[config.mk]
export PLATFORM = sky130hd
export DESIGN_NAME = one_shot_and_periodic_timer_table
export DESIGN_NICKNAME = d
export VERILOG_FILES = /design/src/rtl/osptt_pkg.sv /design/src/rtl/osptt_ctrl.sv /design/src/rtl/osptt_dp.sv /design/src/rtl/one_shot_and_periodic_timer_table.sv
export SDC_FILE = /design/constraint.sdc
export NUM_CORES = 2
export LEC_CHECK = 0
export BUFFER_PORTS_ARGS = -buffer_cell sky130_fd_sc_hd__buf_4
export CORE_MARGIN = 2
export CORE_UTILIZATION = 25
export CTS_CLUSTER_DIAMETER = 30
export CTS_CLUSTER_SIZE = 20
export DETAILED_ROUTE_END_ITERATION = 10
export HOLD_SLACK_MARGIN = 0.15
export REMOVE_ABC_BUFFERS = 1
export SKIP_CTS_REPAIR_TIMING = 1
export SYNTH_ARGS = -nofsm -noshare
export SYNTH_HDL_FRONTEND = slang
export SYNTH_SLANG_ARGS = --single-unit
[constraint.sdc]
create_clock -name clk -period 8.4 [get_ports clk]
set_input_delay 0.42 -clock clk [delete_from_list [all_inputs] [get_ports clk]]
set_output_delay 0.42 -clock clk [all_outputs]
set_load 0.02 [all_outputs]
[src/rtl/osptt_pkg.sv]
// Shared types and codes for the one-shot and periodic timer table.
package osptt_pkg;

    localparam int TIME_BITS = 48;
    localparam int SLOT_W = 4;
    localparam int COUNT_W = 5;
    localparam int TIMER_SLOTS = 16;

    typedef enum logic [1:0] {
        OP_TICK = 2'd0,
        OP_ONESHOT = 2'd1,
        OP_PERIODIC = 2'd2,
        OP_CANCEL = 2'd3
    } opcode_t;

    typedef enum logic [1:0] {
        KIND_SET = 2'd0,
        KIND_FIRED = 2'd1,
        KIND_CANCEL = 2'd2
    } kind_t;

    typedef enum logic [1:0] {
        ST_OK = 2'd0,
        ST_ZERO = 2'd1,
        ST_FULL = 2'd2,
        ST_INACTIVE = 2'd3
    } status_t;

    typedef enum logic [2:0] {
        S_IDLE,
        S_SCAN,
        S_FIRE,
        S_OUT
    } state_t;

    // Commands from the controller to the datapath.
    typedef struct packed {
        logic load;        // capture input item
        logic tick;        // advance time
        logic scan_clear;  // start a selection pass
        logic scan_step;   // examine one slot
        logic fire;        // fire the selected slot
        logic do_set;      // perform set or cancel
        logic out_load;    // load output register
        logic out_last;    // last flag for that result
        logic clear_fired; // forget fired marks
    } dp_cmd_t;

    // Status back to the controller.
    typedef struct packed {
        logic scan_done;   // pass covered all slots
        logic found;       // a candidate was found
    } dp_stat_t;

endpackage

[src/rtl/osptt_ctrl.sv]
// Controller state machine for the timer table.
module osptt_ctrl
    import osptt_pkg::*;
(
    input  logic     clk,
    input  logic     rst_n,
    input  logic     in_valid,
    output logic     in_ready,
    input  logic     is_tick,
    input  logic     out_busy,
    input  dp_stat_t stat,
    output dp_cmd_t  cmd
);

    state_t state_reg, state_next;

    // State register.
    always_ff @(posedge clk or negedge rst_n)
    begin
        if (!rst_n)
        begin
            state_reg <= S_IDLE;
        end
        else
        begin
            state_reg <= state_next;
        end
    end

    // Next state and commands.
    always_comb
    begin
        state_next = state_reg;
        cmd = '0;
        in_ready = 1'b0;
        unique case (state_reg)
            S_IDLE:
            begin
                in_ready = 1'b1;
                if (in_valid)
                begin
                    cmd.load = 1'b1;
                    cmd.clear_fired = 1'b1;
                    state_next = S_OUT;
                    if (is_tick)
                    begin
                        cmd.tick = 1'b1;
                        cmd.scan_clear = 1'b1;
                        state_next = S_SCAN;
                    end
                end
            end
            S_OUT:
            begin
                // Set or cancel: one result.
                if (!out_busy)
                begin
                    cmd.do_set = 1'b1;
                    cmd.out_load = 1'b1;
                    cmd.out_last = 1'b1;
                    state_next = S_IDLE;
                end
            end
            S_SCAN:
            begin
                cmd.scan_step = 1'b1;
                if (stat.scan_done)
                begin
                    state_next = stat.found ? S_FIRE : S_IDLE;
                end
            end
            S_FIRE:
            begin
                // The fired result is presented when the next pass ends.
                if (!out_busy)
                begin
                    cmd.fire = 1'b1;
                    cmd.scan_clear = 1'b1;
                    state_next = S_SCAN;
                end
            end
            default:
            begin
                state_next = S_IDLE;
            end
        endcase
    end

endmodule

[src/rtl/osptt_dp.sv]
// Datapath of the timer table: slot storage, time, scan and result register.
module osptt_dp
    import osptt_pkg::*;
#(
    parameter int DELAY_BITS = 24
)
(
    input  logic                  clk,
    input  logic                  rst_n,
    input  dp_cmd_t               cmd,
    output dp_stat_t              stat,
    input  logic [1:0]            opcode,
    input  logic [31:0]           target_actor,
    input  logic [DELAY_BITS-1:0] delay_ms,
    input  logic [31:0]           message_tag,
    input  logic [3:0]            cancel_slot,
    output logic                  is_tick,
    output logic                  out_busy,
    output logic                  out_valid,
    input  logic                  out_ready,
    output logic [1:0]            result_kind,
    output logic [1:0]            status,
    output logic [3:0]            timer_slot,
    output logic [31:0]           fire_actor,
    output logic [31:0]           fire_message,
    output logic [4:0]            active_count,
    output logic                  last
);

    localparam int SW = (TIMER_SLOTS > 1) ? $clog2(TIMER_SLOTS) : 1;
    localparam int CW = $clog2(TIMER_SLOTS + 1);

    logic [TIMER_SLOTS-1:0] valid_reg, valid_next;
    logic [TIMER_SLOTS-1:0] fired_reg, fired_next;
    logic [TIME_BITS-1:0]   expire_mem [TIMER_SLOTS];
    logic [DELAY_BITS-1:0]  period_mem [TIMER_SLOTS];
    logic [31:0]            target_mem [TIMER_SLOTS];
    logic [31:0]            message_mem [TIMER_SLOTS];
    logic [TIME_BITS-1:0]   now_reg;
    logic [CW-1:0]          count_reg, count_next;
    logic [1:0]             op_reg;
    logic [31:0]            actor_reg, msg_reg;
    logic [DELAY_BITS-1:0]  delay_reg;
    logic [3:0]             cslot_reg;
    logic [SW:0]            idx_reg;
    logic [SW-1:0]          best_reg;
    logic                   found_reg;
    logic [TIME_BITS-1:0]   best_exp_reg;
    logic                   ov_reg;
    logic                   hold_reg;
    logic                   show_fire;
    logic [1:0]             kind_reg, st_reg;
    logic [3:0]             slot_out_reg;
    logic [31:0]            act_out_reg, msg_out_reg;
    logic [4:0]             cnt_out_reg;
    logic                   last_reg;

    // Lowest free slot search and cancel check.
    logic [SW-1:0] free_idx;
    logic          free_ok;
    logic          cancel_ok;
    logic [SW-1:0] cidx;
    always_comb
    begin
        free_idx = '0;
        free_ok = 1'b0;
        for (int i = TIMER_SLOTS - 1; i >= 0; i--)
        begin
            if (!valid_reg[i])
            begin
                free_idx = SW'(i);
                free_ok = 1'b1;
            end
        end
        cidx = SW'(cslot_reg);
        cancel_ok = (32'(cslot_reg) < 32'(TIMER_SLOTS)) && valid_reg[cidx];
    end

    // Slot under examination in the scan.
    logic [SW-1:0]        scan_idx;
    logic                 cand;
    logic [TIME_BITS-1:0] scan_exp;
    assign scan_idx = idx_reg[SW-1:0];
    assign scan_exp = expire_mem[scan_idx];
    assign cand = valid_reg[scan_idx] && !fired_reg[scan_idx] && (scan_exp <= now_reg)
                  && (!found_reg || scan_exp < best_exp_reg);
    assign stat.scan_done = (32'(idx_reg) == TIMER_SLOTS - 1);
    assign stat.found = found_reg || cand;
    assign is_tick = (opcode == OP_TICK);

    // A held firing is presented at the end of the pass that follows it.
    assign show_fire = cmd.scan_step && stat.scan_done && hold_reg;

    // Control side of the slot table.
    always_comb
    begin
        valid_next = valid_reg;
        fired_next = cmd.clear_fired ? '0 : fired_reg;
        count_next = count_reg;
        if (cmd.fire)
        begin
            fired_next[best_reg] = 1'b1;
            if (period_mem[best_reg] == '0)
            begin
                valid_next[best_reg] = 1'b0;
                count_next = count_reg - 1'b1;
            end
        end
        if (cmd.do_set)
        begin
            if (op_reg == OP_CANCEL)
            begin
                if (cancel_ok)
                begin
                    valid_next[cidx] = 1'b0;
                    count_next = count_reg - 1'b1;
                end
            end
            else if (!(op_reg == OP_PERIODIC && delay_reg == '0) && free_ok)
            begin
                valid_next[free_idx] = 1'b1;
                count_next = count_reg + 1'b1;
            end
        end
    end

    // Control registers.
    always_ff @(posedge clk or negedge rst_n)
    begin
        if (!rst_n)
        begin
            valid_reg <= '0;
            fired_reg <= '0;
            count_reg <= '0;
            now_reg <= '0;
            ov_reg <= 1'b0;
            hold_reg <= 1'b0;
            idx_reg <= '0;
            found_reg <= 1'b0;
        end
        else
        begin
            valid_reg <= valid_next;
            fired_reg <= fired_next;
            count_reg <= count_next;
            if (cmd.tick)
            begin
                now_reg <= now_reg + 1'b1;
            end
            if (cmd.out_load || show_fire)
            begin
                ov_reg <= 1'b1;
            end
            else if (out_ready)
            begin
                ov_reg <= 1'b0;
            end
            if (cmd.fire)
            begin
                hold_reg <= 1'b1;
            end
            else if (show_fire)
            begin
                hold_reg <= 1'b0;
            end
            if (cmd.scan_clear)
            begin
                idx_reg <= '0;
                found_reg <= 1'b0;
            end
            else if (cmd.scan_step)
            begin
                idx_reg <= stat.scan_done ? '0 : idx_reg + 1'b1;
                if (cand)
                begin
                    found_reg <= 1'b1;
                end
                if (stat.scan_done)
                begin
                    found_reg <= stat.found;
                end
            end
        end
    end

    // Payload registers and slot storage.
    always_ff @(posedge clk)
    begin
        if (cmd.load)
        begin
            op_reg <= opcode;
            actor_reg <= target_actor;
            msg_reg <= message_tag;
            delay_reg <= delay_ms;
            cslot_reg <= cancel_slot;
        end
        if (cmd.scan_step && cand)
        begin
            best_reg <= scan_idx;
            best_exp_reg <= scan_exp;
        end
        if (cmd.fire)
        begin
            expire_mem[best_reg] <= now_reg + TIME_BITS'(period_mem[best_reg]);
            kind_reg <= KIND_FIRED;
            st_reg <= ST_OK;
            slot_out_reg <= 4'(best_reg);
            act_out_reg <= target_mem[best_reg];
            msg_out_reg <= message_mem[best_reg];
            cnt_out_reg <= 5'(count_next);
            last_reg <= 1'b0;
        end
        if (cmd.do_set)
        begin
            act_out_reg <= '0;
            msg_out_reg <= '0;
            cnt_out_reg <= 5'(count_next);
            last_reg <= 1'b1;
            if (op_reg == OP_CANCEL)
            begin
                kind_reg <= KIND_CANCEL;
                st_reg <= cancel_ok ? ST_OK : ST_INACTIVE;
                slot_out_reg <= cslot_reg;
            end
            else
            begin
                kind_reg <= KIND_SET;
                slot_out_reg <= '0;
                if (op_reg == OP_PERIODIC && delay_reg == '0)
                begin
                    st_reg <= ST_ZERO;
                end
                else if (!free_ok)
                begin
                    st_reg <= ST_FULL;
                end
                else
                begin
                    st_reg <= ST_OK;
                    slot_out_reg <= 4'(free_idx);
                    expire_mem[free_idx] <= now_reg + TIME_BITS'(delay_reg);
                    period_mem[free_idx] <= (op_reg == OP_PERIODIC) ? delay_reg : '0;
                    target_mem[free_idx] <= actor_reg;
                    message_mem[free_idx] <= msg_reg;
                end
            end
        end
        // A held firing is the last one when the pass after it finds nothing.
        if (show_fire)
        begin
            last_reg <= !stat.found;
        end
    end

    assign out_busy = ov_reg && !out_ready;
    assign out_valid = ov_reg;
    assign result_kind = kind_reg;
    assign status = st_reg;
    assign timer_slot = slot_out_reg;
    assign fire_actor = act_out_reg;
    assign fire_message = msg_out_reg;
    assign active_count = cnt_out_reg;
    assign last = last_reg;

endmodule

[src/rtl/one_shot_and_periodic_timer_table.sv]
// Top level of the one-shot and periodic timer table.
// Set and cancel: the result is registered from S_OUT once the output is not busy;
// the next input is taken back in S_IDLE. Tick: one serial slot scan, plus one
// S_FIRE step and one more scan per firing; S_FIRE also waits on a busy output.
// Each firing is presented when the scan after it ends, which decides its last flag.
// Reset clears time and all slot valid bits; slot contents are written on use.
module one_shot_and_periodic_timer_table
    import osptt_pkg::*;
#(
    parameter int DELAY_BITS = 24
)
(
    input  logic                  clk,
    input  logic                  rst_n,
    input  logic                  in_valid,
    output logic                  in_ready,
    input  logic [1:0]            opcode,
    input  logic [31:0]           target_actor,
    input  logic [DELAY_BITS-1:0] delay_ms,
    input  logic [31:0]           message_tag,
    input  logic [3:0]            cancel_slot,
    output logic                  out_valid,
    input  logic                  out_ready,
    output logic [1:0]            result_kind,
    output logic [1:0]            status,
    output logic [3:0]            timer_slot,
    output logic [31:0]           fire_actor,
    output logic [31:0]           fire_message,
    output logic [4:0]            active_count,
    output logic                  last
);

    dp_cmd_t  cmd;
    dp_stat_t stat;
    logic     is_tick;
    logic     out_busy;
    logic     ov_int;

    osptt_ctrl u_ctrl (
        .clk      (clk),
        .rst_n    (rst_n),
        .in_valid (in_valid),
        .in_ready (in_ready),
        .is_tick  (is_tick),
        .out_busy (out_busy),
        .stat     (stat),
        .cmd      (cmd)
    );

    osptt_dp #(
        .DELAY_BITS  (DELAY_BITS)
    ) u_dp (
        .clk          (clk),
        .rst_n        (rst_n),
        .cmd          (cmd),
        .stat         (stat),
        .opcode       (opcode),
        .target_actor (target_actor),
        .delay_ms     (delay_ms),
        .message_tag  (message_tag),
        .cancel_slot  (cancel_slot),
        .is_tick      (is_tick),
        .out_busy     (out_busy),
        .out_valid    (ov_int),
        .out_ready    (out_ready),
        .result_kind  (result_kind),
        .status       (status),
        .timer_slot   (timer_slot),
        .fire_actor   (fire_actor),
        .fire_message (fire_message),
        .active_count (active_count),
        .last         (last)
    );

    // The datapath raises the result only once its last flag is known.
    assign out_valid = ov_int;

    // A fired result never reports a status other than ok.
    assert property (@(posedge clk) disable iff (!rst_n)
        (out_valid && result_kind == KIND_FIRED) |-> (status == ST_OK))
        else $error("fired result with bad status");

    // Active count never exceeds the slot count.
    assert property (@(posedge clk) disable iff (!rst_n)
        out_valid |-> (32'(active_count) <= TIMER_SLOTS))
        else $error("active count out of range");

    // No new input while a result is pending, unless it is being taken or is the last of its item.
    assert property (@(posedge clk) disable iff (!rst_n)
        out_valid |-> !in_ready || out_ready || last)
        else $error("input accepted mid-item");

endmodule

; Yosys cells after proc, flatten, opt, wreduce, memory -nomap -nowiden
; Memories as Yosys holds them, arrays and structs flattened. A register that Yosys moved wholly into a read port is not among the register bits.
; Index checks and enable logic that the tools add are counted.
[totals]
wordCells = 208
n_memories = 4
ram_bits = 2176
inputBits = 98
ff_bits = 256
[op_classes]
mux = 119
n_eq_ne = 10
n_bitwise = 6
n_lt_le_gt_ge = 9
n_reduce_logical = 33
add_sub_neg = 6
[mem_list]
columns = name, words, word_bits, read_ports, rd_ports_with_merged_regs, write_ports, line_no
row1 = u_dp.expire_mem, 16, 48, 1, 0, 1, osptt_dp.sv:35  ; logic [TIME_BITS-1:0] expire_mem [TIMER_SLOTS];
row2 = u_dp.message_mem, 16, 32, 1, 1, 1, osptt_dp.sv:38  ; logic [31:0] message_mem [TIMER_SLOTS];
row3 = u_dp.target_mem, 16, 32, 1, 1, 1, osptt_dp.sv:37  ; logic [31:0] target_mem [TIMER_SLOTS];
row4 = u_dp.period_mem, 16, 24, 1, 1, 1, osptt_dp.sv:36  ; logic [DELAY_BITS-1:0] period_mem [TIMER_SLOTS];
[ops]
columns = op, n
row1 = $mux 16, 8
row2 = $add 48x24->48, 2
row3 = $mux 4, 23
row4 = $mux 5, 11
row5 = $add 48x1->48 const B, 1
row6 = $le 48x48->1, 1
row7 = $logic_not 24->1, 2
row8 = $lt 48x48->1, 1
row9 = $mux 48, 1
row10 = $reduce_or 48->1, 1
row11 = $mux 1, 47
row12 = $and 16x16->16, 2
row13 = $not 16->16, 2
row14 = $or 16x16->16, 2
row15 = $mux 2, 13
row16 = $mux 24, 1
row17 = $mux 3, 7
row18 = $lt 4x5->1 const B, 4
row19 = $bmux 1 s4, 3
row20 = $demux 1 s4, 3
row21 = $ge 4x1->1 const B, 3
row22 = $logic_and 1x1->1, 12
row23 = $pmux 3 s4, 1
row24 = $add 5x1->5 const B, 2
row25 = 16 further kinds, 30

; Depth between registers and ports, before layout
[depth]
word_depth = 24
depth_mapped = 21
depth_no_buf = 18

; Cells and area by module
; Synthesis repeated with hierarchy kept, for this count alone.
[unflattened]
cells_unflattened = 6777
area_unflattened_um2 = 109772.8
[modules_own_cells]
columns = mod, cells_each, area_per_inst_um2, instances
row1 = osptt_dp, 6750, 109567.6, 1
row2 = osptt_ctrl, 27, 205.2, 1

; Worst setup path after synthesis
; No wires, ideal clock.
[synth_timing]
path_type = register to register
from = reg u_dp.ov_reg (netlist: u_dp.out_valid)
to = mem u_dp.message_mem[15][0] (enable)
n_path_buf = 1
t_arrival_ns = 6.153
path_stages_with_launch = 9
path_slack_ns = 1.712
setup_ns = 0.536
path_cell_list = dfrtp_1 nand2b_1 nand2_1 nor2_1 inv_1 nor4_1 clkbuf_1 nand3_1 nor2_1
[synth_between]
elab_chain_cells = 5
[synth_lines]
columns = item, line_no
row1 = "start, declared", osptt_dp.sv:49  ; logic ov_reg;
row2 = "start signal, assigned", osptt_dp.sv:136  ; ov_reg <= 1'b0;
row3 = "start signal, assigned", osptt_dp.sv:152  ; ov_reg <= 1'b1;
row4 = "start signal, assigned", osptt_dp.sv:156  ; ov_reg <= 1'b0;
row5 = $logic_and 1x1->1, osptt_dp.sv:255  ; assign out_busy = ov_reg && !out_ready;
row6 = $mux 3, osptt_ctrl.sv:56  ; if (!out_busy)
row7 = $mux 3, osptt_ctrl.sv:36  ; unique case (state_reg)
row8 = $mux 1, osptt_dp.sv:213  ; if (cmd.do_set)
row9 = $mux 1 (not written as such), osptt_dp.sv:244  ; message_mem[free_idx] <= msg_reg;
row10 = "end, declared", osptt_dp.sv:38
; Every way passes these cells.

; Worst setup path in the final report
[layout_timing]
from = reg u_dp.delay_reg[15]
to = mem u_dp.expire_mem[11][42], data pin
[layout_between]
elab_chain_cells = 8
[layout_lines]
columns = item, line_no
row1 = "start, declared", osptt_dp.sv:43  ; logic [DELAY_BITS-1:0] delay_reg;
row2 = "start signal, assigned", osptt_dp.sv:194  ; delay_reg <= delay_ms;
row3 = $logic_not 24->1, osptt_dp.sv:229  ; if (op_reg == OP_PERIODIC && delay_reg == '0)
row4 = $logic_and 1x1->1, osptt_dp.sv:229
row5 = $mux 1, osptt_dp.sv:229
row6 = $mux 1, osptt_dp.sv:219  ; if (op_reg == OP_CANCEL)
row7 = $mux 1, osptt_dp.sv:213
row8 = $mux 1 (not written as such), osptt_dp.sv:241  ; expire_mem[free_idx] <= now_reg + TIME_BITS'(delay_reg);
row9 = $reduce_or 48->1 (no line), --
row10 = $mux 48 (no line) *, --
row11 = "end, declared", osptt_dp.sv:35
; Every way passes the cells marked *; elsewhere a longest branch is shown, timed or not.

==> reports/metrics.yaml <==
status: "complete, no violations"
initial_utilization_pct: 25.1
finalCriticalPeriod_ns: 6.82
grt_setup_unrepaired: "false"
largest_reg_flops: 768
rows: 229
cts_root_buf: "clkbuf_16"
tritoncts: "yes"
mostFrequentLayoutCell: "edfxtp_1"
crit_path_max_incr_delay_ns: 0.86
syn_area_per_cell_um2: 21.2
final_antenna_net_count: 0
power.density_nw_per_um2: 372
cellLeakagePower_nw: 39.5
peakVddDrop_uv: 249
cts_buffers: 453
clock_latency_ns: 0.94
first_iter_violations: 4449
synth_area_um2: 97900
final_util_pct: 31.6
drtPass1Iterations: 8
synth_seq_area_share_pct: 75.5
area.growth.synth_to_final_pct: 25.7
grt_overflow: 0
routabilityCongestion: 0.822
dr_total_vias: 49300
crit_family: "compound AO/OA/AOI/OAI gates"
arrival_ns: 7.30
port_buffers: 177
post_drt_wl_per_cell_um: 23.0
grt_max_degree: 144
skew_ns: 0.119
hold_path_class: "input pin to asynchronous set/reset pin"
synth-edff-count: 2336
antenna_found_initial: 32
start_kind: "flop"
wl_um: 248000
worst_slew_pin_slew_ns: 1.33
coreArea_um2: 389000
layout_common_cells: "2,336 x edfxtp_1, 664 x mux4_2, 459 x clkbuf_16"
path_clk_slew_ns: 0.05
grt_pass1_vias: 51200
cpMostUsedCell: "nor2_1"
slew_headroom_pct: 11.2
setup_viol_count_final: 0
syn-instance-count: 4609
grt_use_total_pct: 12.1
regMostFlops: "u_dp.expire_mem"
final_nets: 5434
synthFlopType: "edfxtp_1"
fill_cells: 36900
criticalPathCategory: "flop to flop"
die_area_um2: 397000
cp.buffers_inverters: 2
reg.largest.list: "u_dp.expire_mem (768), u_dp.message_mem (512), u_dp.target_mem (512)"
cts.htree.levels: 5
die_x_um: 630
maxSlewViolCount: 0
drive_above_1_share_pct: 31.9
max_freq_mhz: 147
finalHoldViolCount: 0
period_share_pct: 81.2
crit_required_ns: 8.88
dp.final_hpwl_um: 129000
grt_pass1_wl_um: 358000
place_ws_ns: 1.38
yosysWarnings: 0
vias_per_cell: 4.56
numClockSinks: 2499
ys_ff_latch: 2499
drcViolationCount: 0
async_reset_ff_share_pct: 3.80
cap_violations: 0
yosysUniqueCellTypes: 80
worst_slack_ns: 1.58
critPathSlowestCell: "xnor2_1"
clock_path_buffers: 4
crit_fanout: 32
die_y_um: 630
top_level_ports: 178
crit_path_end_kind: "flop"
crit_chain: "nor4_1, nand3_1, nor2_1, nor4_2, buf_4, mux2_2, ha_1, inv_1, fa_1, nor2b_1, o2111ai_1, a41o_1, a211oi_1, nor2_1, o311ai_0, a21o_1, nand4_1, xnor2_1"
layout make-up:
class | instances | area (µm²) | area share [%]
well taps | 5197 | 6500 | 5.29
clock buffers | 530 | 12000 | 9.75
clock inverters | 319 | 3930 | 3.19
flip-flops and latches | 2499 | 73900 | 60.1
repair buffers | 358 | 3210 | 2.61
multi-input cells | 1775 | 23000 | 18.7
inverters | 125 | 474 | 0.386
diodes | 3 | 7.51 | 0.00610
through the flow:
stage	cells	power [mW]	instance area [µm²]	TNS [ns]	hold slack, ns
2_1_floorplan	4399	24.6	97000	-4910.13	0.124
3_3_place_gp	9857	27.0	106000	0	0.388
3_5_place_dp	9857	27.3	106000	0	0.394
4_1_cts	10700	46.1	122000	0	-0.581
5_1_grt	10800	47.4	123000	0	0.150
6_report	10800	45.7	123000	0	0.0969
worst reg2reg max path, cell delays in order (launching register included):
cell and delay (ns):
edfxtp_1 0.40, nor4_1 0.41, nand3_1 0.17, nor2_1 0.58
nor4_2 0.09, buf_4 0.29, mux2_2 0.32, ha_1 0.16
inv_1 0.06, fa_1 0.43, nor2b_1 0.19, o2111ai_1 0.15
a41o_1 0.30, a211oi_1 0.30, nor2_1 0.16, o311ai_0 0.54
a21o_1 0.79, nand4_1 0.20, xnor2_1 0.86
Yosys cell counts (13+ instances only):
master | n | share of area (%)
edfxtp_1 | 2336 | 72
mux4_2 | 664 | 15
clkbuf_1 | 152 | 0.58
nand2_1 | 138 | 0.53
ha_1 | 123 | 1.6
inv_1 | 122 | 0.47
nor2_1 | 104 | 0.40
dfrtp_1 | 95 | 2.4
xnor2_1 | 85 | 0.76
dfxtp_1 | 68 | 1.4
a22o_1 | 64 | 0.57
o21ai_0 | 62 | 0.32
a21oi_1 | 56 | 0.29
nand3_1 | 47 | 0.24
a22oi_1 | 44 | 0.34
buf_1 | 39 | 0.15
nor3_1 | 35 | 0.18
nand4_1 | 33 | 0.21
and2_1 | 31 | 0.20
a21o_1 | 30 | 0.23
nor4_1 | 24 | 0.15
mux2_2 | 21 | 0.24
nand2b_1 | 18 | 0.12
o22ai_1 | 16 | 0.10
nor2b_1 | 14 | 0.089
a211oi_1 | 13 | 0.10
and3_1 | 13 | 0.083
layer usage:
metal | up-vias | GRT usage (%) | wire length [µm] | part of all wire (%)
met3 | 499 | 2.37 | 14500 | 5.9
met4 | 14 | 3.73 | 7400 | 3.0
met2 | 1766 | 20.8 | 125000 | 50
met5 | - | 0 | 83 | 0.033
li1 | 20600 | - | - | -
met1 | 26400 | 15.5 | 101000 | 41
path summary, 6_finish.rpt:
kind	startpoint	slack, ns	endpoint	cells past startpoint
worst max-delay path	u_dp.delay_reg[15]	1.58	u_dp.expire_mem[11][42]	18
worst min-delay path	rst_n	0.1	u_dp.now_reg[25]	2
worst max register to register	u_dp.delay_reg[15]	1.58	u_dp.expire_mem[11][42]	18
worst min register to register	u_dp.fired_reg[12]	0.47	u_dp.fired_reg[12]	2
max in group asynchronous	rst_n	6.73	u_dp.idx_reg[3]	3
min in group clk	target_actor[16]	0.21	u_dp.actor_reg[16]	2
report_power, final:
group / total, mW / internal, mW / switching (mW) / leakage (nW)
Clock: 18.7 / 12.4 / 6.28 / 7.67
Combinational: 10.2 / 4.14 / 6.10 / 9.43
Sequential: 16.8 / 16.0 / 0.811 / 22.4
cells by family after synthesis:
logic type,share of synthesized area [%]
XOR/XNOR,0.841
multiplexers,15.6
buffers and inverters,1.34
flip-flops,75.5
AND/OR/NAND/NOR,2.55
AO/OA/AOI/OAI,2.61
adder cells (fa/ha/maj),1.59
Power figures use the tool's default switching activity.
